### config.mk
export PLATFORM = sky130hd
export DESIGN_NAME = wake_buffered_serial_bridge_flat
export DESIGN_NICKNAME = d
export VERILOG_FILES = /design/src/hw/rtl/wbsb_pkg.sv /design/src/hw/rtl/wbsb_in_if.sv /design/src/hw/rtl/wbsb_out_if.sv /design/src/hw/rtl/wbsb_front.sv /design/src/hw/rtl/wbsb_queue.sv /design/src/hw/rtl/wbsb_back.sv /design/src/hw/rtl/wake_buffered_serial_bridge.sv /design/src/flat_wrapper.sv
export SDC_FILE = /design/constraint.sdc
export NUM_CORES = 1
export LEC_CHECK = 0
export BUFFER_PORTS_ARGS = -buffer_cell sky130_fd_sc_hd__buf_4
export CORE_UTILIZATION = 31
export DETAILED_ROUTE_END_ITERATION = 10
export GPL_ROUTABILITY_DRIVEN = 0
export GPL_TIMING_DRIVEN = 0
export SYNTH_ARGS = -nofsm -noshare
export SYNTH_HDL_FRONTEND = slang
export SYNTH_SLANG_ARGS = --single-unit
### constraint.sdc
create_clock -name clk -period 5.1 [get_ports clk]
set_clock_uncertainty 0.1 [all_clocks]
set_input_delay 1.02 -clock clk [delete_from_list [all_inputs] [get_ports clk]]
set_output_delay 1.02 -clock clk [all_outputs]
set_load 0.03 [all_outputs]
### src/hw/rtl/wbsb_pkg.sv
// ----------------------------------------------------------------------------
// wbsb_pkg
// Shared types and codes for the wake buffered serial bridge.
// ----------------------------------------------------------------------------
package wbsb_pkg;

  // Hold buffer depth default and the widest count the command carries
  localparam int HOLD_DEPTH_DEF = 64;
  localparam int HOLD_CNT_W     = 12;   // covers depths up to 4096

  // Command queue between front and back
  localparam int QUEUE_DEPTH = 2;
  localparam int QUEUE_AW    = $clog2(QUEUE_DEPTH);

  // Register reset values
  localparam logic [13:0] START_DELAY_RST  = 14'd50;
  localparam logic [15:0] IDLE_TIMEOUT_RST = 16'd10000;

  // Register index codes (paddr[2])
  localparam logic REG_START_DELAY  = 1'b0;
  localparam logic REG_IDLE_TIMEOUT = 1'b1;

  // Input mode codes
  localparam logic [1:0] MODE_TICK = 2'd0;
  localparam logic [1:0] MODE_UP   = 2'd1;
  localparam logic [1:0] MODE_DOWN = 2'd2;

  // Result kind codes
  localparam logic [1:0] KIND_TO_DOWN = 2'd0;
  localparam logic [1:0] KIND_TO_UP   = 2'd1;
  localparam logic [1:0] KIND_STATUS  = 2'd2;

  // One command from front to back: a single result or a flush of the buffer
  typedef struct packed {
    logic                  flush;
    logic [1:0]            kind;
    logic [7:0]            byte_out;
    logic                  wake;
    logic [HOLD_CNT_W-1:0] count;
  } cmd_t;

  // Hold buffer write port, driven by the front
  typedef struct packed {
    logic                  en;
    logic [HOLD_CNT_W-1:0] addr;
    logic [7:0]            data;
  } hold_wr_t;

  // Back status seen by the front
  typedef struct packed {
    logic flush_done;
  } bk_status_t;

endpackage

### src/hw/rtl/wbsb_in_if.sv
// ----------------------------------------------------------------------------
// wbsb_in_if
// Input channel: valid/ready with mode and data.
// ----------------------------------------------------------------------------
interface wbsb_in_if;
  logic       valid;
  logic       ready;
  logic [1:0] mode;
  logic [7:0] data;

  modport source (output valid, output mode, output data, input ready);
  modport sink   (input valid, input mode, input data, output ready);
endinterface

### src/hw/rtl/wbsb_out_if.sv
// ----------------------------------------------------------------------------
// wbsb_out_if
// Result channel: valid/ready with kind, byte, wake level and last mark.
// ----------------------------------------------------------------------------
interface wbsb_out_if;
  logic       valid;
  logic       ready;
  logic [1:0] kind;
  logic [7:0] byte_out;
  logic       wake_level;
  logic       last;

  modport source (output valid, output kind, output byte_out, output wake_level,
                  output last, input ready);
  modport sink   (input valid, input kind, input byte_out, input wake_level,
                  input last, output ready);
endinterface

### src/hw/rtl/wbsb_front.sv
// ----------------------------------------------------------------------------
// wbsb_front
// Accepts requests, runs phase and timer, writes the hold buffer and queues
// one command per request that yields results.
// ----------------------------------------------------------------------------
module wbsb_front import wbsb_pkg::*; #(
  parameter int HOLD_DEPTH = HOLD_DEPTH_DEF
) (
  input  logic        clk,
  input  logic        rst,
  wbsb_in_if.sink     item,
  input  logic [13:0] start_delay,
  input  logic [15:0] idle_timeout,
  input  logic        q_full,
  output logic        q_push,
  output cmd_t        q_cmd,
  output hold_wr_t    hold_wr,
  input  bk_status_t  bk_status
);

  localparam int AW = $clog2(HOLD_DEPTH);
  localparam logic [AW-1:0] WRAP_AT = AW'(HOLD_DEPTH - 1);

  localparam logic [1:0] PH_STOPPED  = 2'd0;
  localparam logic [1:0] PH_STARTING = 2'd1;
  localparam logic [1:0] PH_STARTED  = 2'd2;

  logic [1:0]    phase, phase_next;
  logic [15:0]   ticks_left, ticks_left_next;
  logic          timer_running, timer_running_next;
  logic [AW-1:0] held_count, held_count_next;
  logic          flush_pending;

  logic          accept;
  logic          push, wr;
  logic [AW-1:0] wr_addr;
  logic [15:0]   ticks_dec;

  assign item.ready = !q_full && !flush_pending;
  assign accept     = item.valid && item.ready;

  always_comb begin
    phase_next         = phase;
    ticks_left_next    = ticks_left;
    timer_running_next = timer_running;
    held_count_next    = held_count;
    push               = 1'b0;
    wr                 = 1'b0;
    wr_addr            = held_count;
    q_cmd              = '0;
    ticks_dec          = ticks_left - {15'd0, (ticks_left != 16'd0)};
    unique case (item.mode)
      MODE_TICK: begin
        if (timer_running) begin
          ticks_left_next = ticks_dec;
          if (ticks_dec == 16'd0) begin
            unique case (phase)
              PH_STARTING: begin
                phase_next      = PH_STARTED;
                held_count_next = '0;
                ticks_left_next = idle_timeout;
                if (held_count != '0) begin
                  push        = 1'b1;
                  q_cmd.flush = 1'b1;
                  q_cmd.kind  = KIND_TO_DOWN;
                  q_cmd.wake  = 1'b1;
                  q_cmd.count = HOLD_CNT_W'(held_count);
                end
              end
              PH_STARTED: begin
                phase_next         = PH_STOPPED;
                timer_running_next = 1'b0;
                push               = 1'b1;
                q_cmd.kind         = KIND_STATUS;
                q_cmd.wake         = 1'b0;
              end
              default: timer_running_next = 1'b0;
            endcase
          end
        end
      end
      MODE_UP: begin
        if (phase == PH_STARTED) begin
          ticks_left_next    = idle_timeout;
          timer_running_next = 1'b1;
          push               = 1'b1;
          q_cmd.kind         = KIND_TO_DOWN;
          q_cmd.byte_out     = item.data;
          q_cmd.wake         = 1'b1;
        end else begin
          wr_addr         = (held_count >= WRAP_AT) ? '0 : held_count;
          wr              = 1'b1;
          held_count_next = wr_addr + 1'b1;
          if (phase != PH_STARTING) begin
            phase_next         = PH_STARTING;
            ticks_left_next    = {2'b00, start_delay};
            timer_running_next = 1'b1;
            push               = 1'b1;
            q_cmd.kind         = KIND_STATUS;
            q_cmd.wake         = 1'b1;
          end
        end
      end
      MODE_DOWN: begin
        push           = 1'b1;
        q_cmd.kind     = KIND_TO_UP;
        q_cmd.byte_out = item.data;
        q_cmd.wake     = (phase == PH_STARTING) || (phase == PH_STARTED);
      end
      default: ;
    endcase
  end

  assign q_push       = accept && push;
  assign hold_wr.en   = accept && wr;
  assign hold_wr.addr = HOLD_CNT_W'(wr_addr);
  assign hold_wr.data = item.data;

  always_ff @(posedge clk) begin
    if (rst) begin
      phase         <= PH_STOPPED;
      ticks_left    <= '0;
      timer_running <= 1'b0;
      held_count    <= '0;
      flush_pending <= 1'b0;
    end else begin
      if (accept) begin
        phase         <= phase_next;
        ticks_left    <= ticks_left_next;
        timer_running <= timer_running_next;
        held_count    <= held_count_next;
      end
      if (q_push && q_cmd.flush) begin
        flush_pending <= 1'b1;
      end else if (bk_status.flush_done) begin
        flush_pending <= 1'b0;
      end
    end
  end

endmodule

### src/hw/rtl/wbsb_queue.sv
// ----------------------------------------------------------------------------
// wbsb_queue
// Short command queue between front and back.
// ----------------------------------------------------------------------------
module wbsb_queue import wbsb_pkg::*; (
  input  logic clk,
  input  logic rst,
  input  logic push,
  input  cmd_t push_cmd,
  output logic full,
  input  logic pop,
  output cmd_t pop_cmd,
  output logic avail
);

  cmd_t                slots [QUEUE_DEPTH];
  logic [QUEUE_AW-1:0] wr_ptr, rd_ptr;
  logic [QUEUE_AW:0]   fill;

  assign full    = (fill == (QUEUE_AW+1)'(QUEUE_DEPTH));
  assign avail   = (fill != '0);
  assign pop_cmd = slots[rd_ptr];

  always_ff @(posedge clk) begin
    if (push) begin
      slots[wr_ptr] <= push_cmd;
    end
  end

  always_ff @(posedge clk) begin
    if (rst) begin
      wr_ptr <= '0;
      rd_ptr <= '0;
      fill   <= '0;
    end else begin
      if (push) begin
        wr_ptr <= (wr_ptr == QUEUE_AW'(QUEUE_DEPTH - 1)) ? '0 : wr_ptr + 1'b1;
      end
      if (pop) begin
        rd_ptr <= (rd_ptr == QUEUE_AW'(QUEUE_DEPTH - 1)) ? '0 : rd_ptr + 1'b1;
      end
      fill <= fill + (QUEUE_AW+1)'(push) - (QUEUE_AW+1)'(pop);
    end
  end

endmodule

### src/hw/rtl/wbsb_back.sv
// ----------------------------------------------------------------------------
// wbsb_back
// Executes queued commands: single results, or a flush of the hold buffer one
// byte per cycle unless stalled. Owns the hold buffer and the output register.
// ----------------------------------------------------------------------------
module wbsb_back import wbsb_pkg::*; #(
  parameter int HOLD_DEPTH = HOLD_DEPTH_DEF
) (
  input  logic       clk,
  input  logic       rst,
  input  logic       q_avail,
  input  cmd_t       q_cmd,
  output logic       q_pop,
  input  hold_wr_t   hold_wr,
  output bk_status_t bk_status,
  wbsb_out_if.source result
);

  localparam int AW = $clog2(HOLD_DEPTH);

  localparam logic ST_IDLE  = 1'b0;
  localparam logic ST_FLUSH = 1'b1;

  logic [7:0]    hold_mem [HOLD_DEPTH];
  logic [7:0]    rd_data;
  logic [AW-1:0] rd_addr;

  logic          state;
  logic [AW-1:0] idx, cnt;
  logic [AW-1:0] idx_inc;
  logic          out_valid;
  logic          out_free;
  logic          flush_last;

  assign out_free   = !out_valid || result.ready;
  assign idx_inc    = idx + 1'b1;
  assign flush_last = (idx_inc == cnt);
  assign q_pop      = (state == ST_IDLE) && q_avail && out_free;

  // read address runs one ahead of the byte being loaded
  always_comb begin
    rd_addr = '0;
    if (state == ST_FLUSH) begin
      rd_addr = out_free ? idx_inc : idx;
    end
  end

  always_ff @(posedge clk) begin
    if (hold_wr.en) begin
      hold_mem[hold_wr.addr[AW-1:0]] <= hold_wr.data;
    end
    rd_data <= hold_mem[rd_addr];
  end

  assign bk_status.flush_done = (state == ST_FLUSH) && out_free && flush_last;
  assign result.valid         = out_valid;

  always_ff @(posedge clk) begin
    if (rst) begin
      state     <= ST_IDLE;
      out_valid <= 1'b0;
      idx       <= '0;
    end else begin
      if (result.ready) begin
        out_valid <= 1'b0;
      end
      unique case (state)
        ST_IDLE: begin
          if (q_pop) begin
            if (q_cmd.flush) begin
              state <= ST_FLUSH;
              idx   <= '0;
            end else begin
              out_valid <= 1'b1;
            end
          end
        end
        ST_FLUSH: begin
          if (out_free) begin
            out_valid <= 1'b1;
            idx       <= idx_inc;
            if (flush_last) begin
              state <= ST_IDLE;
            end
          end
        end
        default: state <= ST_IDLE;
      endcase
    end
  end

  // payload registers
  always_ff @(posedge clk) begin
    if (q_pop) begin
      cnt <= q_cmd.count[AW-1:0];
    end
    if (q_pop && !q_cmd.flush) begin
      result.kind       <= q_cmd.kind;
      result.byte_out   <= q_cmd.byte_out;
      result.wake_level <= q_cmd.wake;
      result.last       <= 1'b1;
    end else if ((state == ST_FLUSH) && out_free) begin
      result.kind       <= KIND_TO_DOWN;
      result.byte_out   <= rd_data;
      result.wake_level <= 1'b1;
      result.last       <= flush_last;
    end
  end

  a_no_pop_in_flush: assert property (@(posedge clk) disable iff (rst)
    (state == ST_FLUSH) |-> !q_pop)
    else $error("queue popped during flush");

  a_no_write_in_flush: assert property (@(posedge clk) disable iff (rst)
    (state == ST_FLUSH) |-> !hold_wr.en)
    else $error("hold buffer written during flush");

  a_done_gives_last: assert property (@(posedge clk) disable iff (rst)
    bk_status.flush_done |=> (result.valid && result.last &&
                              (result.kind == KIND_TO_DOWN)))
    else $error("flush end without last byte");

endmodule

### src/hw/rtl/wake_buffered_serial_bridge.sv
// ----------------------------------------------------------------------------
// wake_buffered_serial_bridge
// Two-port serial bridge with wake line control and a hold buffer.
// ----------------------------------------------------------------------------
// Usage:
//   item   : request channel (valid/ready). mode 0 = timer tick, 1 = byte from
//            the upstream port, 2 = byte from the downstream port, 3 = ignored.
//   result : result channel (valid/ready). kind 0 = byte to downstream,
//            1 = byte to upstream, 2 = wake status change; last marks the
//            final result of a request.
//   APB    : start_delay at 0x0, idle_timeout at 0x4 (paddr[2] selects);
//            write only while idle. pready is tied high.
// Timing:
//   A request's single result passes through the command queue and then the
//   output register before it shows on result.
//   Requests stream at one per cycle while the two-entry command queue has
//   room and no flush is pending. A start-delay expiry queues a flush; the
//   back end then loads hold buffer bytes into the output register one per
//   cycle while it is free; item.ready stays low until the last one is loaded.
// Reset (rst, synchronous): phase stopped, timer halted, buffer empty, queue
//   and output register cleared, registers to 50 and 10000.
// Stall: result.ready low holds the output register; the back end stops, the
//   queue fills and item.ready drops. Nothing is dropped.
// ----------------------------------------------------------------------------
module wake_buffered_serial_bridge import wbsb_pkg::*; #(
  parameter int HOLD_DEPTH = HOLD_DEPTH_DEF
) (
  input  logic        clk,
  input  logic        rst,
  wbsb_in_if.sink     item,
  wbsb_out_if.source  result,
  input  logic        psel,
  input  logic        penable,
  input  logic        pwrite,
  input  logic [2:0]  paddr,
  input  logic [31:0] pwdata,
  output logic [31:0] prdata,
  output logic        pready
);

  logic [13:0] start_delay;
  logic [15:0] idle_timeout;
  logic        cfg_wr;

  logic        q_full, q_push, q_pop, q_avail;
  cmd_t        q_push_cmd, q_pop_cmd;
  hold_wr_t    hold_wr;
  bk_status_t  bk_status;

  // APB register file
  assign pready = 1'b1;
  assign cfg_wr = psel && penable && pwrite && pready;

  always_ff @(posedge clk) begin
    if (rst) begin
      start_delay  <= START_DELAY_RST;
      idle_timeout <= IDLE_TIMEOUT_RST;
    end else if (cfg_wr) begin
      if (paddr[2] == REG_START_DELAY) begin
        start_delay <= pwdata[13:0];
      end else begin
        idle_timeout <= pwdata[15:0];
      end
    end
  end

  always_comb begin
    if (paddr[2] == REG_IDLE_TIMEOUT) begin
      prdata = {16'd0, idle_timeout};
    end else begin
      prdata = {18'd0, start_delay};
    end
  end

  // front: phase/timer control, hold buffer writes, command issue
  wbsb_front #(.HOLD_DEPTH(HOLD_DEPTH)) u_front (
    .clk          (clk),
    .rst          (rst),
    .item         (item),
    .start_delay  (start_delay),
    .idle_timeout (idle_timeout),
    .q_full       (q_full),
    .q_push       (q_push),
    .q_cmd        (q_push_cmd),
    .hold_wr      (hold_wr),
    .bk_status    (bk_status)
  );

  // command queue decouples front from back
  wbsb_queue u_queue (
    .clk      (clk),
    .rst      (rst),
    .push     (q_push),
    .push_cmd (q_push_cmd),
    .full     (q_full),
    .pop      (q_pop),
    .pop_cmd  (q_pop_cmd),
    .avail    (q_avail)
  );

  // back: hold buffer, flush sequencer, output register
  wbsb_back #(.HOLD_DEPTH(HOLD_DEPTH)) u_back (
    .clk       (clk),
    .rst       (rst),
    .q_avail   (q_avail),
    .q_cmd     (q_pop_cmd),
    .q_pop     (q_pop),
    .hold_wr   (hold_wr),
    .bk_status (bk_status),
    .result    (result)
  );

endmodule

### src/flat_wrapper.sv
// flat-port wrapper written by rule: the top's interface ports become plain ports
module wake_buffered_serial_bridge_flat import wbsb_pkg::*;
#(
  parameter int HOLD_DEPTH = HOLD_DEPTH_DEF
)
  (clk, rst, psel, penable, pwrite, paddr, pwdata, prdata, pready, item_valid, item_mode, item_data, item_ready, result_valid, result_kind, result_byte_out, result_wake_level, result_last, result_ready);
  wbsb_in_if item_i ();
  wbsb_out_if result_i ();
  input  logic clk;
  input  logic rst;
  input  logic psel;
  input  logic penable;
  input  logic pwrite;
  input  logic [2:0] paddr;
  input  logic [31:0] pwdata;
  output logic [31:0] prdata;
  output logic pready;
  input wire logic [$bits(item_i.valid)-1:0] item_valid;
  input wire logic [$bits(item_i.mode)-1:0] item_mode;
  input wire logic [$bits(item_i.data)-1:0] item_data;
  output wire logic [$bits(item_i.ready)-1:0] item_ready;
  output wire logic [$bits(result_i.valid)-1:0] result_valid;
  output wire logic [$bits(result_i.kind)-1:0] result_kind;
  output wire logic [$bits(result_i.byte_out)-1:0] result_byte_out;
  output wire logic [$bits(result_i.wake_level)-1:0] result_wake_level;
  output wire logic [$bits(result_i.last)-1:0] result_last;
  input wire logic [$bits(result_i.ready)-1:0] result_ready;
  assign item_i.valid = item_valid;
  assign item_i.mode = item_mode;
  assign item_i.data = item_data;
  assign item_ready = item_i.ready;
  assign result_valid = result_i.valid;
  assign result_kind = result_i.kind;
  assign result_byte_out = result_i.byte_out;
  assign result_wake_level = result_i.wake_level;
  assign result_last = result_i.last;
  assign result_i.ready = result_ready;
  wake_buffered_serial_bridge #(.HOLD_DEPTH(HOLD_DEPTH)) u_core (.clk(clk), .rst(rst), .item(item_i), .result(result_i), .psel(psel), .penable(penable), .pwrite(pwrite), .paddr(paddr), .pwdata(pwdata), .prdata(prdata), .pready(pready));
endmodule
Word level (Yosys, flattened, before mapping)
Memory sizes are Yosys's and may differ from the RTL's. A register that Yosys moved wholly into a read port is not among the register bits.
Cells that the tools add are included.
- $add $sub $neg: 7
- $lt $le $gt $ge: 1
- equality and inequality tests: 16
- mux-type cells: 85
- bitwise logic cells: 2
- reductions and logical operators: 33
- operator list (kind ; count):
    16-bit two-way mux ; 6
    6-bit two-way mux ; 11
    13-bit two-way mux ; 3
    1-bit two-way mux ; 35
    16-bit one-hot mux with 2 select lines ; 1
    12-bit two-way mux ; 2
    8-bit two-way mux ; 3
    6-bit one-hot mux with 2 select lines ; 2
    16-bit logical NOT ; 1
    2-bit two-way mux ; 8
    8-bit one-hot mux with 2 select lines ; 1
    16-bit nonzero test ; 1
    16-bit by 1-bit subtractor with 16-bit output ; 1
    2-bit inequality test (second input constant) ; 7
    6-bit by 1-bit adder with 6-bit output (second input constant) ; 2
    1-bit logical AND ; 12
    2-bit one-hot mux with 2 select lines ; 3
    3-bit two-way mux ; 3
    1-bit one-hot mux with 2 select lines ; 4
    2-bit nonzero test ; 4
    7-bit AND reduction ; 1
    2-bit equality test (second input constant) ; 3
    6-bit equality test ; 1
    6-bit >= comparator (second input constant) ; 1
    other kinds (17) ; 28
- bits in registers: 86
- RAM bits: 560
- input port bits: 52
- output and inout bits: 47
- word-level logic and storage cells: 164
- memories: 2
- memory list (memory ; depth ; bits a word ; rd ports ; clocked after memory_dff ; wr ports ; RTL line ; text):
    u_core.u_back.hold_mem ; 64 ; 8 ; 1 ; 1 ; 1 ; wbsb_back.sv:24 ; logic [7:0] hold_mem [HOLD_DEPTH];
    u_core.u_queue.slots ; 2 ; 24 ; 1 ; 1 ; 1 ; wbsb_queue.sv:16 ; cmd_t slots [QUEUE_DEPTH];

Logic depth before layout (Yosys ltp)
- depth after elaboration: 9
- gate-level depth with buffers: 18
- depth with buffers taken out: 18

Modules after synthesis
Synthesis repeated with hierarchy kept, for this count alone.
- cells, all modules: 2031
- area, all modules: 28104.5 µm²
- modules (own cells, without submodules) (module ; instances ; cells each ; area an instance (µm²) ; seq. area each (µm²)):
    wbsb_back ; 1 ; 1443 ; 21902.3 ; 16225.6
    wbsb_front ; 1 ; 332 ; 2539.9 ; 520.5
    wbsb_queue ; 1 ; 96 ; 2057.0 ; 1541.5
    wake_buffered_serial_bridge ; 1 ; 160 ; 1605.3 ; 600.6

Worst setup path before layout
OpenSTA, ideal clock, no wires.
- kind: register -> register
- start point: register u_core.u_front.ticks_left[4]
- end point: memory u_core.u_queue.slots[0][0] (netlist bit) (enable)
- library setup time: 0.393 ns
- arrival time: 3.495 ns
- required time: 4.607 ns
- slack: 1.112 ns
- cell stages (with the launch flop): 13
- buffers on the path: 0
- period minus slack after synthesis: 3.988 ns
- cell sequence: dfxtp_1 > nor3_1 > and2_1 > nand4_1 > ha_1 > ha_1 > nor3b_2 > nand4b_1 > xor2_1 > nand4_2 > nor4_1 > o31ai_2 > nor2_1
- word-level cells in the longest chain between the ends: 9
- RTL lines (what ; RTL line ; text):
    start, declared ; wbsb_front.sv:29 ; logic [15:0] ticks_left, ticks_left_next;
    start signal, assigned ; wbsb_front.sv:129 ; ticks_left <= ticks_left_next;
    16-bit nonzero test ; wbsb_front.sv:51 ; ticks_dec = ticks_left - {15'd0, (ticks_left != 16'd0)};
    16-bit by 1-bit subtractor with 16-bit output (*) ; wbsb_front.sv:51 ;
    16-bit logical NOT (*) ; wbsb_front.sv:56 ; if (ticks_dec == 16'd0) begin
    1-bit two-way mux (*) ; wbsb_front.sv:56 ;
    1-bit two-way mux (*) ; wbsb_front.sv:54 ; if (timer_running) begin
    1-bit one-hot mux with 3 select lines (*) ; wbsb_front.sv:52 ; unique case (item.mode)
    1-bit logical AND (*) ; wbsb_front.sv:114 ; assign q_push = accept && push;
    1-bit two-way mux (*) ; wbsb_queue.sv:25 ; if (push) begin
    1-bit two-way mux (implied by the code) (*) ; wbsb_queue.sv:26 ; slots[wr_ptr] <= push_cmd;
    end, declared ; wbsb_queue.sv:16 ;
Every way passes the cells marked *; elsewhere a longest branch is shown, timed or not.

Worst setup path in the final report
- start point: register u_core.u_front.ticks_left[4]
- end point: memory u_core.u_queue.slots[1][17] (netlist bit) (enable)
Same word-level chain as after synthesis.

==> parameters.txt <==
Parameter                              Value

Yosys
  Post-synth EDFFs ... 565
  Post-synthesis area per instance ... 12.5 um^2
  Ys flop type ... edfxtp_1
  Synth warn ... 0
  Flops & latches, synth ... 643
  Number of distinct library cells after synthesis ... 88
  Mapped Cells ... around 2.2k
  Post-Syn Area ... 0.0271 mm^2
  FFs w/ async S/R, synth ... 0%
  Seq/Total Area, Yosys ... 68.4%

Die
  Initial Utilization ... 31.2%
  Die Ht ... 298 um
  Number of I/O pins ... just under 100
  Die area ... a little under 0.09 mm^2
  Core area ... 0.0868 mm^2
  Horizontal die dimension ... ~300 um
  Rows ... 108

Clocking
  Worst-skew pair later-pin latency ... 0.61 ns
  Clock edge transition at the registers on the reported setup and hold paths ... 0.06 ns
  Buffer type at the clock tree root ... clkbuf_16
  TritonCTS clock tree ... yes
  Clock buffer depth ... 3
  CTS H-tree lvls ... 3
  Post-cts gate resize count ... 0
  Post-CTS setup buffer count ... 0
  Number of buffers inserted for hold repair after clock tree synthesis ... 0
  TritonCTS Buffers ... about 70
  Sink count of the clock tree ... 643

Pwr
  Internal cell power ... 0.00927 W
  Net switching fraction of the power ... 28.7%
  Tot Pwr ... 0.0130 W
  Clock group share of total power ... 36.8%
  Leakage power ... approximately 10 nW
  Portion of total power attributed to sequential cells ... 45.9%
  Switching power of the nets ... approximately 0.0037 W
  Combinational fraction of design power ... 17.2%
  Power per cell area ... 416 mW/mm^2
  Peak supply drop ... 250 uV

STA
  Worst slew margin relative to its limit ... 10.2%
  Final setup TNS ... 0 ns
  Final clock period utilization by the worst path ... 88.6%
  Worst slew pin tran ... 1.34 ns
  Final count of negative-setup-slack endpoints ... 0
  Final Max Tran Viols ... 0
  Final hold viol count ... 0
  Final critical-path required period ... about 4.5 ns
  Setup repair after global routing missed its margin ... false
  Max Clock Freq ... 221 MHz

Final layout
  Final std cells w/o fill ... 3536
  Sequential cell area ... about 0.019 mm^2
  Area delta synth->final ... 15.3%
  Fraction of layout cells with a size suffix above 1 ... 12.2%
  Post-layout util ... a little over a third
  Filler cell count ... ~8.4k
  Net count reported at finish ... approximately 2.4k
  Multi-input logic area ... 0.00785 mm^2

Worst hold path
  Hold-critical path depth ... 2
  Worst hold path endpoint ... u_core.start_delay[10]
  Launch point of the worst hold path ... u_core.start_delay[10]
  Hold Path Class ... flop to flop

Critical path
  Data required time at the worst endpoint ... between 5 and 6 ns
  Reg2reg end ... u_core.u_queue.slots[1][17]
  Depth of the most critical reg-to-reg path ... 13
  CP Max Fanout ... 11
  Worst R2R Setup Slack ... 0.58 ns
  Endpoint class of the critical path ... flop
  Arr. time, crit path ... about 4.7 ns
  Critical path startpoint category ... flop
  FF-to-FF Start ... u_core.u_front.ticks_left[4]
  Critical setup path kind ... flop to flop

Placed design
  Placed Instances ... 3414
  Number of buffer cells added on primary ports ... between 60 and 70
  DPL Wire Length ... 54600 um

GRT
  Grt total ovfl ... 0
  Pin count of the biggest net entering global routing ... 66
  First-pass GRT wire length ... 118000 um
  Number of antenna violations at the first check in global routing ... 2
  Overall fraction of global-route tracks in use ... 17.9%
  Vias in the first global route ... 18.2k

Run
  Max-capacitance violation count ... 0

Run status
  Status ... finished clean

Drt
  Routed Wire Length ... 81300 um
  DR DRC count ... 0
  Via-per-instance ratio ... 5.26
  1st-iter DRT viols ... 2383
  Via count ... 18.6k
  Antenna Nets Post-Route ... 0
  Avg WL per Cell ... 23.0 um
  Number of optimization iterations in the first detailed-route pass ... 6
[critical path: stages, from the launching register on]
cell,delay (ns)
dfxtp_1,0.39
nor3_1,0.50
and2_1,0.26
nand4_1,0.11
ha_1,0.23
ha_1,0.27
nor3b_2,0.23
nand4_1,0.12
xor2_1,0.26
nand4_2,0.27
nor4_1,0.47
o31ai_2,0.17
nor2_1,0.56
buf_6,0.25
[final cells by class]
type | instances | share of cell area, %
antenna | 1 | 0.00801
buffer | 141 | 2.38
clock buffer | 91 | 5.92
clock inverter | 30 | 0.893
inverter | 19 | 0.228
multi-input combinational | 1392 | 25.1
sequential | 643 | 59.3
tap | 1155 | 4.62
timing repair buffer | 64 | 1.56
[placed cells by master, fill, tap and decap left out, drive strengths merged, types with 38 or more instances in the layout]
cell,netlist,layout
a21oi,71,71
and3,38,38
buf,95,159
clkbuf,46,137
dfxtp,78,78
edfxtp,565,565
mux2i,93,93
nand2,486,486
nand3,164,164
nor2,120,120
o21ai,44,44
[power by group through the flow]
stage / sequential [W] / clock, W / combinational (W)
finish: 0.00597 / 0.00479 / 0.00224
global route: 0.00598 / 0.00503 / 0.00237
CTS: 0.00597 / 0.00484 / 0.00221
detailed placement: 0.00608 / 0 / 0.00219
global placement: 0.00608 / 0 / 0.00217
floorplan: 0.00612 / 0 / 0.00130
[sequential cells by signal (all words and copies together), names as in the netlist, named ones only]
name                             count
u_core.u_back.idx                    6
u_core.u_front.held_count            6
u_core.u_queue.wr_ptr                1
u_core.u_back.rd_data                8
u_core.u_back.result.byte_out        8
u_core.u_back.result.valid           1
u_core.u_back.result.wake_level      1
u_core.u_queue.slots                36
u_core.u_front.phase                 2
u_core.u_front.timer_running         1
u_core.idle_timeout                 16
u_core.u_back.result.kind            2
u_core.u_front.flush_pending         1
u_core.u_front.ticks_left           16
u_core.u_queue.rd_ptr                1
u_core.u_back.state                  1
u_core.u_back.cnt                    6
u_core.u_back.result.last            1
u_core.u_queue.fill                  2
u_core.u_back.hold_mem             512
u_core.start_delay                  14
[synth_stat cells, types with 5 or more instances]
cell      count  share of area (%)
a211oi_1     12               0.33
a21oi_1      69                1.3
a221oi_1     13               0.42
a311oi_1     32                1.0
a31oi_1      35               0.81
and2_1       19               0.44
and3_1       38               0.88
buf_1         9               0.12
buf_2        51               0.94
buf_4        30               0.83
buf_6         5               0.21
clkbuf_1     46               0.64
dfxtp_1      78                5.8
edfxtp_1    565                 63
ha_1         13               0.60
inv_1        19               0.26
mux2_2       20               0.83
mux2i_1      92                3.4
nand2_1     485                6.7
nand2b_1      6               0.14
nand3_1     164                3.0
nand3b_1      7               0.19
nand4_1      20               0.46
nor2_1      120                1.7
nor2b_1       9               0.21
nor3_1       18               0.33
nor4_1        8               0.18
o211ai_1      5               0.14
o21ai_0      41               0.76
or3_1        14               0.32
xnor2_1      14               0.45
xor2_1       16               0.52
[worst max-delay path by stage]
stage | start | to | slack, ns | depth (start not counted)
after CTS | u_core.u_front.ticks_left[4] | u_core.u_queue.slots[0][13] | 0.60 | 13
final | u_core.u_front.ticks_left[4] | u_core.u_queue.slots[1][17] | 0.58 | 13
after global routing | u_core.u_front.ticks_left[4] | u_core.u_queue.slots[1][20] | 0.34 | 13
after detailed placement | result_ready | u_core.u_back.rd_data[5] | 0.18 | 11
after global placement | u_core.u_front.ticks_left[4] | u_core.u_queue.slots[1][19] | 0.16 | 12
after floorplan | u_core.u_front.ticks_left[4] | u_core.u_queue.slots[0][0] | 1.11 | 12
[through the flow]
stage	hold WS [ns]	setup slack, ns	cell area, um^2
2_1_floorplan	0.341	1.11	27200
3_3_place_gp	0.357	0.163	29100
3_5_place_dp	0.370	0.176	29100
4_1_cts	0.377	0.598	31300
5_1_grt	0.397	0.341	31300
6_report	0.376	0.584	31300
[logic make-up after synthesis]
logic type	count (synthesis)	share of synthesized area, %
and+or+nand+nor	929	15.4
DFF	643	68.4
muxes	117	4.58
adders and majority gates	13	0.600
xor gates and xnor gates	30	0.969
other	2	0.0277
buffers and inverters	160	3.00
AOI/OAI and AO/OA	278	7.11
[layer usage]
| metal | global-route usage (%) | wire (um) | up-vias |
|---|---|---|---|
| met2 | 29.0 | 38100 | 970 |
| met3 | 4.38 | 7810 | 152 |
| met4 | 6.46 | 2660 | 4 |
| li1 | - | - | 8293 |
| met1 | 23.3 | 32700 | 9175 |
| met5 | 0 | 30 | - |
Note: power is estimated with default switching activity, not from simulation.
